$ cat config.mk
export PLATFORM = sky130hd
export DESIGN_NAME = proof_line_varint_encoder_core_flat
export DESIGN_NICKNAME = d
export VERILOG_FILES = /design/src/rtl/pvenc_pkg.sv /design/src/rtl/pvenc_ifs.sv /design/src/rtl/pvenc_conv.sv /design/src/rtl/pvenc_emit.sv /design/src/rtl/proof_line_varint_encoder_core.sv /design/src/flat_wrapper.sv
export SDC_FILE = /design/constraint.sdc
export NUM_CORES = 1
export LEC_CHECK = 0
export BUFFER_PORTS_ARGS = -buffer_cell sky130_fd_sc_hd__buf_2
export CAP_MARGIN = 30
export CORE_MARGIN = 2
export CORE_UTILIZATION = 40
export CTS_BUF_LIST = sky130_fd_sc_hd__clkbuf_16
export CTS_CLUSTER_DIAMETER = 80
export DETAILED_ROUTE_END_ITERATION = 6
export PLACE_DENSITY = 0.65
export SETUP_SLACK_MARGIN = 0.15
export SYNTH_ARGS = -nofsm -noshare
export SYNTH_HDL_FRONTEND = slang
export SYNTH_HIERARCHICAL = 1
export SYNTH_SLANG_ARGS = --single-unit
$ cat constraint.sdc
create_clock -name clk -period 13.5 [get_ports clk]
set_clock_uncertainty 0.1 [all_clocks]
set_input_delay 0.675 -clock clk [delete_from_list [all_inputs] [get_ports clk]]
set_output_delay 0.675 -clock clk [all_outputs]
set_load 0.02 [all_outputs]
$ cat src/rtl/pvenc_pkg.sv
// Shared types and constants for the proof line varint encoder.
// No dependencies; the RTL modules and the bench refer to it by scoped names.
package pvenc_pkg;

  localparam int VAL_W = 64;
  localparam int GRP_W = 7;
  localparam int N_GRP = 10;
  localparam int XG_W  = GRP_W * N_GRP;
  localparam int CNT_W = 4;

  localparam logic [CNT_W-1:0] LAST_GRP = CNT_W'(N_GRP - 1);

  localparam logic [2:0] ACT_ADD    = 3'd0;
  localparam logic [2:0] ACT_IMPORT = 3'd1;
  localparam logic [2:0] ACT_DELETE = 3'd2;
  localparam logic [2:0] ACT_NUMBER = 3'd3;
  localparam logic [2:0] ACT_TERM   = 3'd4;

  localparam logic [7:0] HDR_ADD    = 8'h61;
  localparam logic [7:0] HDR_IMPORT = 8'h69;
  localparam logic [7:0] HDR_DELETE = 8'h64;
  localparam logic [7:0] HDR_TERM   = 8'h00;

  typedef enum logic [1:0] {
    C_IDLE,
    C_RUN,
    C_DONE
  } conv_state_t;

  typedef enum logic [1:0] {
    E_IDLE,
    E_HDR,
    E_NUM
  } emit_state_t;

  // converted item handed from the converter to the byte emitter
  typedef struct packed {
    logic [2:0]       action;
    logic [XG_W-1:0]  groups;   // 7-bit groups of the mapped number, group 0 lowest
    logic [CNT_W-1:0] nlast;    // index of the highest nonzero group (0 if none)
  } hand_t;

endpackage

$ cat src/rtl/pvenc_ifs.sv
// Valid/ready channel interfaces for the encoder input and byte output.
// Depends on nothing.
interface pvenc_in_if;
  logic               valid;
  logic               ready;
  logic [2:0]         action;
  logic signed [63:0] value;

  modport source (output valid, action, value, input ready);
  modport sink   (input valid, action, value, output ready);
endinterface

interface pvenc_out_if;
  logic       valid;
  logic       ready;
  logic [7:0] out_byte;
  logic       last_byte;

  modport source (output valid, out_byte, last_byte, input ready);
  modport sink   (input valid, out_byte, last_byte, output ready);
endinterface

$ cat src/rtl/pvenc_conv.sv
// Digit-serial converter: maps v to 2*|v| + sign, one 7-bit group per cycle.
// Depends on pvenc_pkg and pvenc_in_if.
module pvenc_conv (
  input  logic              clk,
  input  logic              rst_n,
  pvenc_in_if.sink          in_s,
  output logic              hand_valid,
  input  logic              hand_ready,
  output pvenc_pkg::hand_t  hand
);

  pvenc_pkg::conv_state_t st_r, st_nxt;

  logic [pvenc_pkg::XG_W-1:0]  sreg_r, sreg_nxt;
  logic [pvenc_pkg::XG_W-1:0]  xg_r, xg_nxt;
  logic [pvenc_pkg::CNT_W-1:0] cnt_r, cnt_nxt;
  logic [pvenc_pkg::CNT_W-1:0] nlast_r, nlast_nxt;
  logic [2:0]                  act_r, act_nxt;
  logic                        neg_r, neg_nxt;
  logic                        carry_r, carry_nxt;
  logic                        prev_r, prev_nxt;

  logic                        load;
  logic [pvenc_pkg::GRP_W-1:0] digit;
  logic [pvenc_pkg::GRP_W:0]   sum;
  logic [pvenc_pkg::GRP_W-1:0] grp;

  assign load = in_s.valid && in_s.ready;

  // magnitude digit: for negative inputs, ~r plus the running carry
  always_comb begin
    digit = neg_r ? ~sreg_r[pvenc_pkg::GRP_W-1:0] : sreg_r[pvenc_pkg::GRP_W-1:0];
    sum   = {1'b0, digit} + {{pvenc_pkg::GRP_W{1'b0}}, neg_r & carry_r};
    // x is the magnitude shifted up one with the sign in bit 0; the top group keeps one bit
    if (cnt_r == pvenc_pkg::LAST_GRP) begin
      grp = {{(pvenc_pkg::GRP_W-1){1'b0}}, prev_r};
    end else begin
      grp = {sum[pvenc_pkg::GRP_W-2:0], prev_r};
    end
  end

  always_comb begin
    st_nxt = st_r;
    unique case (st_r)
      pvenc_pkg::C_IDLE: begin
        if (load) st_nxt = pvenc_pkg::C_RUN;
      end
      pvenc_pkg::C_RUN: begin
        if (cnt_r == pvenc_pkg::LAST_GRP) st_nxt = pvenc_pkg::C_DONE;
      end
      pvenc_pkg::C_DONE: begin
        if (load) begin
          st_nxt = pvenc_pkg::C_RUN;
        end else if (hand_ready) begin
          st_nxt = pvenc_pkg::C_IDLE;
        end
      end
      default: st_nxt = pvenc_pkg::C_IDLE;
    endcase
  end

  always_comb begin
    in_s.ready = 1'b0;
    hand_valid = 1'b0;
    unique case (st_r)
      pvenc_pkg::C_IDLE: in_s.ready = 1'b1;
      pvenc_pkg::C_RUN:  in_s.ready = 1'b0;
      pvenc_pkg::C_DONE: begin
        hand_valid = 1'b1;
        in_s.ready = hand_ready;
      end
      default: in_s.ready = 1'b0;
    endcase
  end

  always_comb begin
    sreg_nxt  = sreg_r;
    xg_nxt    = xg_r;
    cnt_nxt   = cnt_r;
    nlast_nxt = nlast_r;
    act_nxt   = act_r;
    neg_nxt   = neg_r;
    carry_nxt = carry_r;
    prev_nxt  = prev_r;
    if (load) begin
      sreg_nxt  = {{(pvenc_pkg::XG_W-pvenc_pkg::VAL_W){in_s.value[pvenc_pkg::VAL_W-1]}},
                   in_s.value};
      cnt_nxt   = '0;
      nlast_nxt = '0;
      act_nxt   = in_s.action;
      neg_nxt   = in_s.value[pvenc_pkg::VAL_W-1];
      carry_nxt = 1'b1;
      prev_nxt  = in_s.value[pvenc_pkg::VAL_W-1];
    end else if (st_r == pvenc_pkg::C_RUN) begin
      sreg_nxt  = {{pvenc_pkg::GRP_W{1'b0}}, sreg_r[pvenc_pkg::XG_W-1:pvenc_pkg::GRP_W]};
      xg_nxt    = {grp, xg_r[pvenc_pkg::XG_W-1:pvenc_pkg::GRP_W]};
      cnt_nxt   = cnt_r + 1'b1;
      carry_nxt = sum[pvenc_pkg::GRP_W];
      prev_nxt  = sum[pvenc_pkg::GRP_W-1];
      if (grp != '0) nlast_nxt = cnt_r;
    end
  end

  always_ff @(posedge clk) begin
    if (!rst_n) begin
      st_r <= pvenc_pkg::C_IDLE;
    end else begin
      st_r <= st_nxt;
    end
  end

  always_ff @(posedge clk) begin
    sreg_r  <= sreg_nxt;
    xg_r    <= xg_nxt;
    cnt_r   <= cnt_nxt;
    nlast_r <= nlast_nxt;
    act_r   <= act_nxt;
    neg_r   <= neg_nxt;
    carry_r <= carry_nxt;
    prev_r  <= prev_nxt;
  end

  assign hand = '{action: act_r, groups: xg_r, nlast: nlast_r};

endmodule

$ cat src/rtl/pvenc_emit.sv
// Byte emitter: a header byte, the converted groups with continuation bits, or both, by action.
// Depends on pvenc_pkg and pvenc_out_if.
module pvenc_emit (
  input  logic              clk,
  input  logic              rst_n,
  input  logic              hand_valid,
  output logic              hand_ready,
  input  pvenc_pkg::hand_t  hand,
  pvenc_out_if.source       out_m
);

  pvenc_pkg::emit_state_t st_r, st_nxt, dec_st;

  logic [pvenc_pkg::XG_W-1:0]  xg_r, xg_nxt;
  logic [pvenc_pkg::CNT_W-1:0] cnt_r, cnt_nxt;
  logic [pvenc_pkg::CNT_W-1:0] nlast_r, nlast_nxt;
  logic [7:0]                  hdr_r, hdr_nxt;
  logic                        hdr_last_r, hdr_last_nxt;
  logic                        out_valid_r, out_valid_nxt;
  logic [7:0]                  out_byte_r, out_byte_nxt;
  logic                        out_last_r, out_last_nxt;

  logic adv, take, is_last, done_now;

  assign adv      = !out_valid_r || out_m.ready;
  assign is_last  = (cnt_r == nlast_r);
  assign done_now = adv && (((st_r == pvenc_pkg::E_HDR) && hdr_last_r) ||
                            ((st_r == pvenc_pkg::E_NUM) && is_last));
  assign take     = hand_valid && hand_ready;

  always_comb begin
    unique case (hand.action)
      pvenc_pkg::ACT_ADD,
      pvenc_pkg::ACT_IMPORT,
      pvenc_pkg::ACT_DELETE,
      pvenc_pkg::ACT_TERM:   dec_st = pvenc_pkg::E_HDR;
      pvenc_pkg::ACT_NUMBER: dec_st = pvenc_pkg::E_NUM;
      default:               dec_st = pvenc_pkg::E_IDLE;  // unused codes emit nothing
    endcase
  end

  always_comb begin
    st_nxt = st_r;
    unique case (st_r)
      pvenc_pkg::E_IDLE: begin
        if (take) st_nxt = dec_st;
      end
      pvenc_pkg::E_HDR: begin
        if (adv) begin
          if (!hdr_last_r)  st_nxt = pvenc_pkg::E_NUM;
          else if (take)    st_nxt = dec_st;
          else              st_nxt = pvenc_pkg::E_IDLE;
        end
      end
      pvenc_pkg::E_NUM: begin
        if (adv && is_last) st_nxt = take ? dec_st : pvenc_pkg::E_IDLE;
      end
      default: st_nxt = pvenc_pkg::E_IDLE;
    endcase
  end

  always_comb begin
    hand_ready = (st_r == pvenc_pkg::E_IDLE) || done_now;
  end

  always_comb begin
    xg_nxt        = xg_r;
    cnt_nxt       = cnt_r;
    nlast_nxt     = nlast_r;
    hdr_nxt       = hdr_r;
    hdr_last_nxt  = hdr_last_r;
    out_valid_nxt = out_valid_r;
    out_byte_nxt  = out_byte_r;
    out_last_nxt  = out_last_r;

    if (adv) begin
      unique case (st_r)
        pvenc_pkg::E_HDR: begin
          out_valid_nxt = 1'b1;
          out_byte_nxt  = hdr_r;
          out_last_nxt  = hdr_last_r;
        end
        pvenc_pkg::E_NUM: begin
          out_valid_nxt = 1'b1;
          out_byte_nxt  = {!is_last, xg_r[pvenc_pkg::GRP_W-1:0]};
          out_last_nxt  = is_last;
          xg_nxt  = {{pvenc_pkg::GRP_W{1'b0}}, xg_r[pvenc_pkg::XG_W-1:pvenc_pkg::GRP_W]};
          cnt_nxt = cnt_r + 1'b1;
        end
        default: out_valid_nxt = 1'b0;
      endcase
    end

    if (take) begin
      xg_nxt       = hand.groups;
      nlast_nxt    = hand.nlast;
      cnt_nxt      = '0;
      hdr_last_nxt = (hand.action == pvenc_pkg::ACT_DELETE) ||
                     (hand.action == pvenc_pkg::ACT_TERM);
      unique case (hand.action)
        pvenc_pkg::ACT_ADD:    hdr_nxt = pvenc_pkg::HDR_ADD;
        pvenc_pkg::ACT_IMPORT: hdr_nxt = pvenc_pkg::HDR_IMPORT;
        pvenc_pkg::ACT_DELETE: hdr_nxt = pvenc_pkg::HDR_DELETE;
        default:               hdr_nxt = pvenc_pkg::HDR_TERM;
      endcase
    end
  end

  always_ff @(posedge clk) begin
    if (!rst_n) begin
      st_r        <= pvenc_pkg::E_IDLE;
      out_valid_r <= 1'b0;
    end else begin
      st_r        <= st_nxt;
      out_valid_r <= out_valid_nxt;
    end
  end

  always_ff @(posedge clk) begin
    xg_r       <= xg_nxt;
    cnt_r      <= cnt_nxt;
    nlast_r    <= nlast_nxt;
    hdr_r      <= hdr_nxt;
    hdr_last_r <= hdr_last_nxt;
    out_byte_r <= out_byte_nxt;
    out_last_r <= out_last_nxt;
  end

  assign out_m.valid     = out_valid_r;
  assign out_m.out_byte  = out_byte_r;
  assign out_m.last_byte = out_last_r;

endmodule

$ cat src/rtl/proof_line_varint_encoder_core.sv
// Proof record varint encoder, top level: converter feeding a byte emitter.
// The converter takes a new item only once its last one is handed to the emitter;
// the conversion is serial over 10 groups. Output runs at one byte per cycle while
// out_m.ready holds, up to 11 bytes per item.
// Reset (rst_n low, synchronous) clears both state machines and the output valid.
// Depends on pvenc_pkg, pvenc_ifs, pvenc_conv and pvenc_emit.
module proof_line_varint_encoder_core (
  input  logic          clk,
  input  logic          rst_n,
  pvenc_in_if.sink      in_s,
  pvenc_out_if.source   out_m
);

  logic             hand_valid;
  logic             hand_ready;
  pvenc_pkg::hand_t hand;

  pvenc_conv u_conv (
    .clk        (clk),
    .rst_n      (rst_n),
    .in_s       (in_s),
    .hand_valid (hand_valid),
    .hand_ready (hand_ready),
    .hand       (hand)
  );

  pvenc_emit u_emit (
    .clk        (clk),
    .rst_n      (rst_n),
    .hand_valid (hand_valid),
    .hand_ready (hand_ready),
    .hand       (hand),
    .out_m      (out_m)
  );

  // a non-final byte is always followed at once by the next byte of the item
  a_burst_cont: assert property (@(posedge clk) disable iff (!rst_n)
    out_m.valid && out_m.ready && !out_m.last_byte |=> out_m.valid)
    else $error("gap inside an item's byte burst");

  // a converted item waits unchanged until the emitter takes it
  a_hand_hold: assert property (@(posedge clk) disable iff (!rst_n)
    hand_valid && !hand_ready |=> hand_valid && $stable(hand))
    else $error("handoff item changed before transfer");

  // converter loads a new item only when its finished one is gone
  a_no_overrun: assert property (@(posedge clk) disable iff (!rst_n)
    in_s.valid && in_s.ready |-> !hand_valid || hand_ready)
    else $error("input taken while converted item pending");

endmodule

$ cat src/flat_wrapper.sv
// flat-port wrapper written by rule: the top's interface ports become plain ports
module proof_line_varint_encoder_core_flat 
  (clk, rst_n, in_s_valid, in_s_action, in_s_value, in_s_ready, out_m_valid, out_m_out_byte, out_m_last_byte, out_m_ready);
  pvenc_in_if in_s_i ();
  pvenc_out_if out_m_i ();
  input  logic clk;
  input  logic rst_n;
  input wire logic [$bits(in_s_i.valid)-1:0] in_s_valid;
  input wire logic [$bits(in_s_i.action)-1:0] in_s_action;
  input wire logic [$bits(in_s_i.value)-1:0] in_s_value;
  output wire logic [$bits(in_s_i.ready)-1:0] in_s_ready;
  output wire logic [$bits(out_m_i.valid)-1:0] out_m_valid;
  output wire logic [$bits(out_m_i.out_byte)-1:0] out_m_out_byte;
  output wire logic [$bits(out_m_i.last_byte)-1:0] out_m_last_byte;
  input wire logic [$bits(out_m_i.ready)-1:0] out_m_ready;
  assign in_s_i.valid = in_s_valid;
  assign in_s_i.action = in_s_action;
  assign in_s_i.value = in_s_value;
  assign in_s_ready = in_s_i.ready;
  assign out_m_valid = out_m_i.valid;
  assign out_m_out_byte = out_m_i.out_byte;
  assign out_m_last_byte = out_m_i.last_byte;
  assign out_m_i.ready = out_m_ready;
  proof_line_varint_encoder_core u_core (.clk(clk), .rst_n(rst_n), .in_s(in_s_i), .out_m(out_m_i));
endmodule
; After elaboration in Yosys (flattened, before gate mapping)
; Cells that the tools add are included.
[classes]
n_eq_ne = 16
n_mux = 27
n_reduce_logical = 29
n_bitwise = 3
addsub = 3
[op_table]
columns = op, count
row1 = $mux W70, 5
row2 = $pmux W7 S3, 1
row3 = $mux W2, 9
row4 = $pmux W8 S2, 1
row5 = $mux W7, 2
row6 = $pmux W2 S3, 2
row7 = $reduce_and A2 Y1, 5
row8 = $add A4 B1 Y4 const B, 2
row9 = $add A7 B1 Y8, 1
row10 = $ne A2 B2 Y1 const B, 4
row11 = $reduce_bool A2 Y1, 4
row12 = $not A7 Y7, 1
row13 = $reduce_bool A7 Y1, 1
row14 = $eq A3 B2 Y1 const B, 2
row15 = $logic_and A1 B1 Y1, 6
row16 = $reduce_and A3 Y1, 2
row17 = $eq A2 B1 Y1 const B, 2
row18 = $eq A2 B2 Y1 const B, 2
row19 = $eq A4 B4 Y1, 1
row20 = $eq A4 B4 Y1 const B, 1
row21 = $logic_not A2 Y1, 2
row22 = $logic_or A1 B1 Y1, 4
row23 = $mux W1, 4
row24 = $pmux W1 S2, 2
row25 = other kinds (11), 12
[totals]
output_inout_bits = 11
inputBits = 71
elab_cells = 96
regBits = 255

; Longest topological paths before layout
; Gate-level depths: netlist (run 1).
[logic_depth]
depth_word = 10
depth_mapped = 12

; Cells and area by module
; The synthesis (run 1) kept the hierarchy.
[by_module_without_submodules]
columns = mod, area_per_inst_um2, cells_each, instances
row1 = pvenc_conv, 5849.4, 323, 1
row2 = pvenc_emit, 5477.8, 481, 1

; Worst setup path before layout (run 1)
; OpenSTA, ideal clock, no wires.
[synth_timing]
path_kind = input to register
startpoint = input out_m_ready
endpoint = register u_core/u_emit/xg_r[0] (netlist name) (enable)
required_time_ns = 12.805
stages = 5
path_buffers = 2
setup_time_ns = 0.595
path_slack_ns = 6.641
arrival_ns = 6.164
cell_sequence = nand2b_4 -> a31oi_4 -> buf_2 -> buf_2 -> o21ai_0
[synth_between]
elab_chain_len = 6
elab_cells_between_ends = 7
classes_between = 7 x reduce/logical
[synth_lines]
columns = item, line
row1 = start: declaration, flat_wrapper.sv:15  ; input wire logic [$bits(out_m_i.ready)-1:0] out_m_ready;
row2 = $logic_or A1 B1 Y1 (*), pvenc_emit.sv:25  ; assign adv = !out_valid_r || out_m.ready;
row3 = $logic_and A1 B1 Y1, pvenc_emit.sv:27  ; assign done_now = adv && (((st_r == pvenc_pkg::E_HDR) && hdr_last_r) ||
row4 = $logic_or A1 B1 Y1, pvenc_emit.sv:63  ; hand_ready = (st_r == pvenc_pkg::E_IDLE) || done_now;
row5 = $logic_and A1 B1 Y1, pvenc_emit.sv:29  ; assign take = hand_valid && hand_ready;
row6 = $reduce_bool A2 Y1 (no line), -
row7 = $reduce_and A2 Y1 (no line) (*), -
row8 = end signal: assignment, pvenc_emit.sv:120  ; xg_r <= xg_nxt;
row9 = end: declaration, pvenc_emit.sv:14  ; logic [pvenc_pkg::XG_W-1:0] xg_r, xg_nxt;
; Every way passes the cells marked *; elsewhere a longest branch is shown, timed or not.
; A chain may end at the register's enable or synchronous reset.

; Worst setup path after layout (run 1)
[layout_timing]
startpoint = register u_core.u_emit.st_r[0]
endpoint = register u_core/u_conv/sreg_r[26] (netlist name) (enable)
[layout_between]
elab_chain_len = 8
elab_cells_between_ends = 11
classes_between = 2 x eq/ne / 1 x mux / 8 x reduce/logical
[layout_lines]
columns = item, line
row1 = start: declaration, pvenc_emit.sv:12  ; pvenc_pkg::emit_state_t st_r, st_nxt, dec_st;
row2 = start signal: assignment, pvenc_emit.sv:111  ; st_r <= pvenc_pkg::E_IDLE;
row3 = start signal: assignment, pvenc_emit.sv:114  ; st_r <= st_nxt;
row4 = $eq A2 B1 Y1 / $eq A2 B2 Y1 (equally long branches), "pvenc_emit.sv:27, pvenc_emit.sv:28"
row5 = $logic_and A1 B1 Y1 (on tied branches), "pvenc_emit.sv:27, pvenc_emit.sv:28"
row6 = $logic_or A1 B1 Y1, pvenc_emit.sv:27
row7 = $logic_and A1 B1 Y1, pvenc_emit.sv:27
row8 = $logic_or A1 B1 Y1 (*), pvenc_emit.sv:63
row9 = via u_core.hand_ready, proof_line_varint_encoder_core.sv:15  ; logic hand_ready;
row10 = $pmux W1 S2 (*), pvenc_conv.sv:65  ; unique case (st_r)
row11 = $logic_and A1 B1 Y1 (*), pvenc_conv.sv:28  ; assign load = in_s.valid && in_s.ready;
row12 = $reduce_bool A2 Y1 (no line) (*), -
row13 = end signal: assignment, pvenc_conv.sv:113  ; sreg_r <= sreg_nxt;
row14 = end: declaration, pvenc_conv.sv:14  ; logic [pvenc_pkg::XG_W-1:0] sreg_r, sreg_nxt;
; The timed path passes the listed nets; every way through them passes the cells marked *.

==> results of run 1 <==
==> stage by stage <==
stage	total power, W	utilization	cell area, um2	hold WS [ns]	instances
final	0.00170	0.458	12800	0.248	1254
after global routing	0.00176	0.458	12800	0.228	1254
after CTS	0.00172	0.458	12800	0.221	1253
after detailed placement	0.00106	0.430	12000	0.313	1205
after global placement	0.00105	0.429	11900	0.311	1204
after floorplan	0.00102	-	11300	0.301	804
==> worst max path at each step <==
| stage | end | depth (start not counted) |
|---|---|---|
| after floorplan | u_core/u_emit/xg_r[0]$_DFFE_PP_ | 5 |
| after global placement | u_core/u_conv/sreg_r[7]$_DFFE_PP_ | 8 |
| after detailed placement | u_core/u_conv/sreg_r[9]$_DFFE_PP_ | 10 |
| after CTS | u_core/u_conv/sreg_r[25]$_DFFE_PP_ | 10 |
| after global routing | u_core/u_conv/sreg_r[36]$_DFFE_PP_ | 10 |
| final | u_core/u_conv/sreg_r[26]$_DFFE_PP_ | 10 |
==> layout by cell type, fill, tap and decap left out, types with 3 or more instances in the layout <==
cell type	n
mux2i_1	4
dfxtp_1	18
o211ai_1	120
ha_1	9
buf_4	10
o211ai_2	7
and2_1	13
nor3_1	3
inv_1	17
a2bb2oi_1	62
xor2_1	6
o2bb2ai_1	3
nor2b_1	8
and3_1	7
clkbuf_16	27
nand2b_1	4
a21oi_1	12
a21o_1	8
nand2_1	78
or2_2	3
nor2b_4	3
xnor2_1	7
nor2_1	12
edfxtp_1	227
clkinv_1	8
buf_2	81
mux2_2	60
xnor2_2	4
==> sequential cells by signal, summed over array words and instances, names as in the netlist, 2 cells and up <==
register,flops
u_core/u_emit/cnt_r,4
u_core/u_emit/xg_r,70
u_core/u_emit/hdr_r,4
u_core/u_conv/st_r,2
u_core/u_conv/act_r,3
u_core/u_conv/sreg_r,64
u_core/u_emit/nlast_r,4
u_core/u_conv/xg_r,70
u_core/u_emit/st_r,2
u_core/u_emit/out_m.out_byte,8
u_core/u_conv/nlast_r,4
u_core/u_conv/cnt_r,4
==> cells by family after synthesis <==
family                   after synthesis
AO/OA/AOI/OAI                        235
XOR/XNOR                              17
adder cells (fa/ha/maj)                9
buffers and inverters                 78
flip-flops                           245
multiplexers                          66
AND/OR/NAND/NOR                      154
==> per-layer routing <==
metal	global-route usage	vias to the layer above	wire length [um]
met4	0.0409	2	434
met3	0.0336	28	978
met5	0	-	7
li1	-	3271	-
met2	0.236	116	9890
met1	0.187	3362	9400
==> where the power goes <==
| group | leakage, nW | internal (W) | total (W) | switching, W |
|---|---|---|---|---|
| registers | 2.29 | 0.000903 | 0.000931 | 0.0000279 |
| logic | 1.64 | 0.0000553 | 0.000110 | 0.0000550 |
| clock network | 0.414 | 0.000378 | 0.000656 | 0.000278 |
==> cell type report <==
cell class / instances / share of cell area
Clock buffer: 27 / 0.0529
Clock inverter: 21 / 0.00911
Inverter: 10 / 0.00294
Multi-Input combinational cell: 481 / 0.297
Sequential cell: 245 / 0.562
Tap cell: 378 / 0.0370
Timing Repair Buffer: 92 / 0.0392
==> results.toml, run 1 <==
[synth]
yosys_warnings = 6
synthAdderAreaFrac = 0.00994
synthArstFlopShare = 0
syn-instance-count = 804
synth_seq_area_share = 0.634
synth_compound_area_frac = 0.170
syn_area_um2 = 11300
synth_top_family_by_area = "compound AO/OA/AOI/OAI gates"
synth_most_common_cell = "edfxtp_1"
syn_avg_cell_area_um2 = 14.1
synth_edf_count = 227
synth_top_area_cell = "edfxtp_1"
yosysTopAreaCellShare = 0.602
yosys_register_bits = 245
ys_types = 67
synth.area.mux_share = 0.0658
synth_top_cells_by_count = "227 x edfxtp_1, 120 x o211ai_1, 79 x nand2_1, 62 x a2bb2oi_1, 60 x mux2_2"
synthXorXnorAreaFrac = 0.0158
yosys.area_share.simple = 0.0697
syn_nets = 884
synth_ff_type = "edfxtp_1"
synth.area.top_cells = "edfxtp_1 60%, o211ai_1 8.0%, mux2_2 6.0%, a2bb2oi_1 4.8%, dfxtp_1 3.2%"

[clock_tree]
cts_buffers = 26
clk_pin_slew_ns = 0.06
cts_tree = "yes"
cts_htree_levels = 1
hold_buffers = 0
clockBufferDepth = 3
clk_latency_ns = 0.52
clock_sinks = 245
cts_setup_buffers = 0
clockRootBuffer = "clkbuf_16"
cts_resized = 0

[floorplanning]
ios = 82
start_util = 0.407
dieWidth_um = 172
die_h_um = 172
fp.coreArea_um2 = 27900
die_area_um2 = 29700
rows = 61

[routing]
vias_per_cell = 5.41
first_iter_violations = 611
wire_per_inst_um = 16.5
totalWireLength_um = 20700
drtPass1Iterations = 5
ant_nets = 0
route.detailed.drc = 0
vias = 6779

[critical_path]
path_max_fanout = 80
crit_chain = "inv_1 > ha_1 > nand2_2 > buf_4 > o21ai_2 > nor2b_1 > nor2b_4 > buf_4 > or2_2 > buf_4"
r2r_slack_ns = 8.86
start_kind = "flop"
r2r-end = "u_core/u_conv/sreg_r[26]$_DFFE_PP_"
crit_family = "buffers and inverters"
startpoint = "u_core/u_emit/st_r[0]$_SDFFE_PN0P_"
crit_path_top_delay_cell = "buf_4"
path_buf_inv = 4
cp-end-kind = "flop"
ff2ff_path_depth = 10
timing.rr.start = "u_core/u_emit/st_r[0]$_SDFFE_PN0P_"
cp.arrival_ns = 4.68
slowest_delay_ns = 0.70
worstPathRequired_ns = 13.54
crit_top_cell = "buf_4"
path_class = "flop to flop"

[sta]
hold_viol_final = 0
tightest_slew_ns = 0.920
rsz0062_at_grt = "false"
fin_crit_sh = 0.344
period_minus_slack_ns = 4.64
finalSetupTns_ns = 0
clock.fmax_mhz = 215
worst_slack_ns = 8.86
finalSetupViolations = 0
drv_slew = 0
max_slew_margin = 0.387

[global_route]
grt_pass1_wl_um = 34500
antenna_found_initial = 2
first_global_vias = 6850
grt_max_degree = 93
grt_use_total = 0.143
grt_overflow_total = 0

[finish]
nNetsFinal = 936
seq_area_um2 = 7180
syn2layout_area_growth_pct = 12.7
n_antenna_cell = 0
multi_input_area_um2 = 3790
layout-drive-gt1-share = 0.258
fillers = 2476

[worst_hold_path]
hp-start = "in_s_action[0]"
hold_path_end = "u_core/u_conv/act_r[0]$_DFFE_PP_"
hp-class = "input pin to flop"
worstHoldPathCells = 1

[power_and_ir_drop]
leakagePower_nw = 4.34
peakVddDrop_mv = 0.111
powerDensity_nw_per_um2 = 133

[run]
maxCapViolations = 0

[placement]
hpwl_um = 11600
post-place-ws_ns = 8.83
io_buffers = 81
place_congestion = 0.712

[run_status]
status = "finished clean"
Note: power is estimated with default switching activity, not from simulation.
==> run 2, diff against run 1 <==
--- a/config.mk
+++ b/config.mk
@@ -12,7 +12,7 @@
 export CTS_BUF_LIST = sky130_fd_sc_hd__clkbuf_16
 export CTS_CLUSTER_DIAMETER = 80
 export DETAILED_ROUTE_END_ITERATION = 6
-export PLACE_DENSITY = 0.65
+export PLACE_DENSITY = 0.67
 export SETUP_SLACK_MARGIN = 0.15
 export SYNTH_ARGS = -nofsm -noshare
 export SYNTH_HDL_FRONTEND = slang
==> constraint.sdc (replaced) <==
create_clock -name clk -period 3.9 [get_ports clk]
set_clock_uncertainty 0.1 [all_clocks]
set_input_delay 0.195 -clock clk [delete_from_list [all_inputs] [get_ports clk]]
set_output_delay 0.195 -clock clk [all_outputs]
set_load 0.02 [all_outputs]
==> results.toml, run 2 (synthesis results as in run 1) <==
[routing]
route.detailed.drc = 0
drtPass1Iterations = 7
first_iter_violations = 466
totalWireLength_um = 22200
ant_nets = 0
vias_per_cell = 5.38
wire_per_inst_um = 16.8
vias = 7095

[critical_path]
r2r_slack_ns = 0.99
start_kind = "flop"
worstPathRequired_ns = 4.04
timing.rr.start = "u_core/u_emit/st_r[0]$_SDFFE_PN0P_"
cp.arrival_ns = 3.05
cp-end-kind = "flop"
endpoint = "u_core/u_emit/xg_r[47]$_DFFE_PP_"
crit_path_top_delay_cell = "buf_4"
path_buf_inv = 3
crit_chain = "inv_1 > ha_1 > a31oi_4 > buf_4 > buf_4 > a2bb2oi_1 > o211ai_2"
ff2ff_path_depth = 7
slowest_delay_ns = 0.64
startpoint = "u_core/u_emit/st_r[0]$_SDFFE_PN0P_"
r2r-end = "u_core/u_emit/xg_r[47]$_DFFE_PP_"
path_depth = 7
crit_family = "buffers and inverters"
crit_top_cell = "buf_4"
path_max_fanout = 77
path_class = "flop to flop"

[floorplanning]
die_area_um2 = 29700
rows = 61
fp.coreArea_um2 = 27900
start_util = 0.407
die_h_um = 172
ios = 82
dieWidth_um = 172

[global_route]
first_global_vias = 7363
antenna_found_initial = 0
grt_max_degree = 80
grt_pass1_wl_um = 36700
grt_use_total = 0.152
grt_overflow_total = 0

[sta]
finalSetupTns_ns = 0
clock.fmax_mhz = 343
hold_viol_final = 0
max_slew_margin = 0.440
tightest_slew_ns = 0.840
finalSetupViolations = 0
drv_slew = 0
period_minus_slack_ns = 2.91
fin_crit_sh = 0.747
rsz0062_at_grt = "false"

[power_and_ir_drop]
switching_power_w = 0.00126
pwr-share-clk = 0.377
powerDensity_nw_per_um2 = 437
switching_share = 0.213
p_int_w = 0.00464
p_total_w = 0.00590
combPwrFrac = 0.077
leakagePower_nw = 4.63
pwr-share-seq = 0.546
peakVddDrop_mv = 0.296

[clock_tree]
clockRootBuffer = "clkbuf_16"
cts_tree = "yes"
cts_buffers = 25
cts_htree_levels = 1
clockBufferDepth = 3
clock_sinks = 245
clk_pin_slew_ns = 0.06
clk_latency_ns = 0.51

[placement]
io_buffers = 81
place_congestion = 0.705
hpwl_um = 11800
dp_cells = 1212
dpl-instance-area_um2 = 12000

[finish]
n_antenna_cell = 0
layout-drive-gt1-share = 0.248
instances_no_fill = 1320
layout_common_cells = "227 x edfxtp_1, 120 x o211ai_1, 81 x buf_2, 78 x nand2_1, 69 x dlygate4sd3_1"
final_common_cell = "edfxtp_1"
nNetsFinal = 1010
syn2layout_area_growth_pct = 19.0
reg_top3 = "u_core/u_conv/xg_r: 70 flops, u_core/u_emit/xg_r: 70 flops, u_core/u_conv/sreg_r: 64 flops"
finish.instance_area_um2 = 13500

[run_status]
status = "finished clean"

[run]
maxCapViolations = 0

[worst_hold_path]
hp-start = "in_s_valid"
hp-class = "input pin to flop"
worstHoldPathCells = 5
## run 2: cell types whose count changed in the layout (fill, tap and decap cells not counted)
| cell | previous run | this run |
|---|---|---|
| dlygate4sd3_1 | 0 | 69 |
| buf_4 | 10 | 15 |
| bufinv_16 | 1 | 0 |
| clkinv_1 | 8 | 3 |
| buf_12 | 1 | 2 |
| clkinvlp_4 | 1 | 0 |
| clkinv_2 | 2 | 5 |
| inv_1 | 17 | 11 |
| clkbuf_16 | 27 | 28 |
## run 2: per-stage QoR
stage	util	hold WS, ns	worst slack (ns)
after floorplan	-	0.194	0.432
final	0.484	0.152	0.986
after global placement	0.432	0.274	1.08
after global routing	0.484	0.163	0.771
after CTS	0.484	0.124	1.00
after detailed placement	0.432	0.275	1.01
## run 2: timing repair
item,in CTS,in global routing
hold buffers,69,0
setup buffers,0,0
endpoints found under the hold margin,72,0
resized for setup,0,0
## run 2: layer usage
layer / global-route usage / wire [um] / vias to the layer above
li1: - / - / 3412
met1: 0.198 / 9940 / 3501
met2: 0.260 / 10700 / 146
met3: 0.0288 / 1090 / 36
met4: 0.0373 / 454 / 0
met5: 0 / 0 / -
## run 2: cell type report
| class | instances | area (um2) |
|---|---|---|
| Clock inverter | 11 | 52.6 |
| Sequential cell | 245 | 7180 |
| Inverter | 10 | 37.5 |
| Fill cell | 2375 | 14400 |
| Clock buffer | 28 | 701 |
| Tap cell | 378 | 473 |
| Multi-Input combinational cell | 481 | 3790 |
| Timing Repair Buffer | 167 | 1250 |
## run 2: worst min-delay path, stage by stage
cell and delay [ns]:
buf_2 0.10, nor2b_1 0.14, nand2_1 0.07, o21ai_0 0.06, and2_1 0.14
## run 2: power by group through the flow
stage | clock network, W | logic (W) | registers (W)
after CTS | 0.00228 | 0.000452 | 0.00322
after global placement | 0 | 0.000388 | 0.00327
after floorplan | 0 | 0.000300 | 0.00324
after detailed placement | 0 | 0.000398 | 0.00327
after global routing | 0.00238 | 0.000499 | 0.00324
final | 0.00222 | 0.000454 | 0.00322
## run 2: worst min-delay path by stage
stage / to / slack [ns]
after floorplan: u_core/u_conv/act_r[0]$_DFFE_PP_ / 0.19
after global placement: u_core/u_conv/act_r[1]$_DFFE_PP_ / 0.27
after detailed placement: u_core/u_conv/act_r[1]$_DFFE_PP_ / 0.27
after CTS: u_core/u_conv/st_r[0]$_SDFFE_PN0P_ / 0.12
after global routing: u_core/u_conv/st_r[0]$_SDFFE_PN0P_ / 0.16
final: u_core/u_conv/st_r[0]$_SDFFE_PN0P_ / 0.15
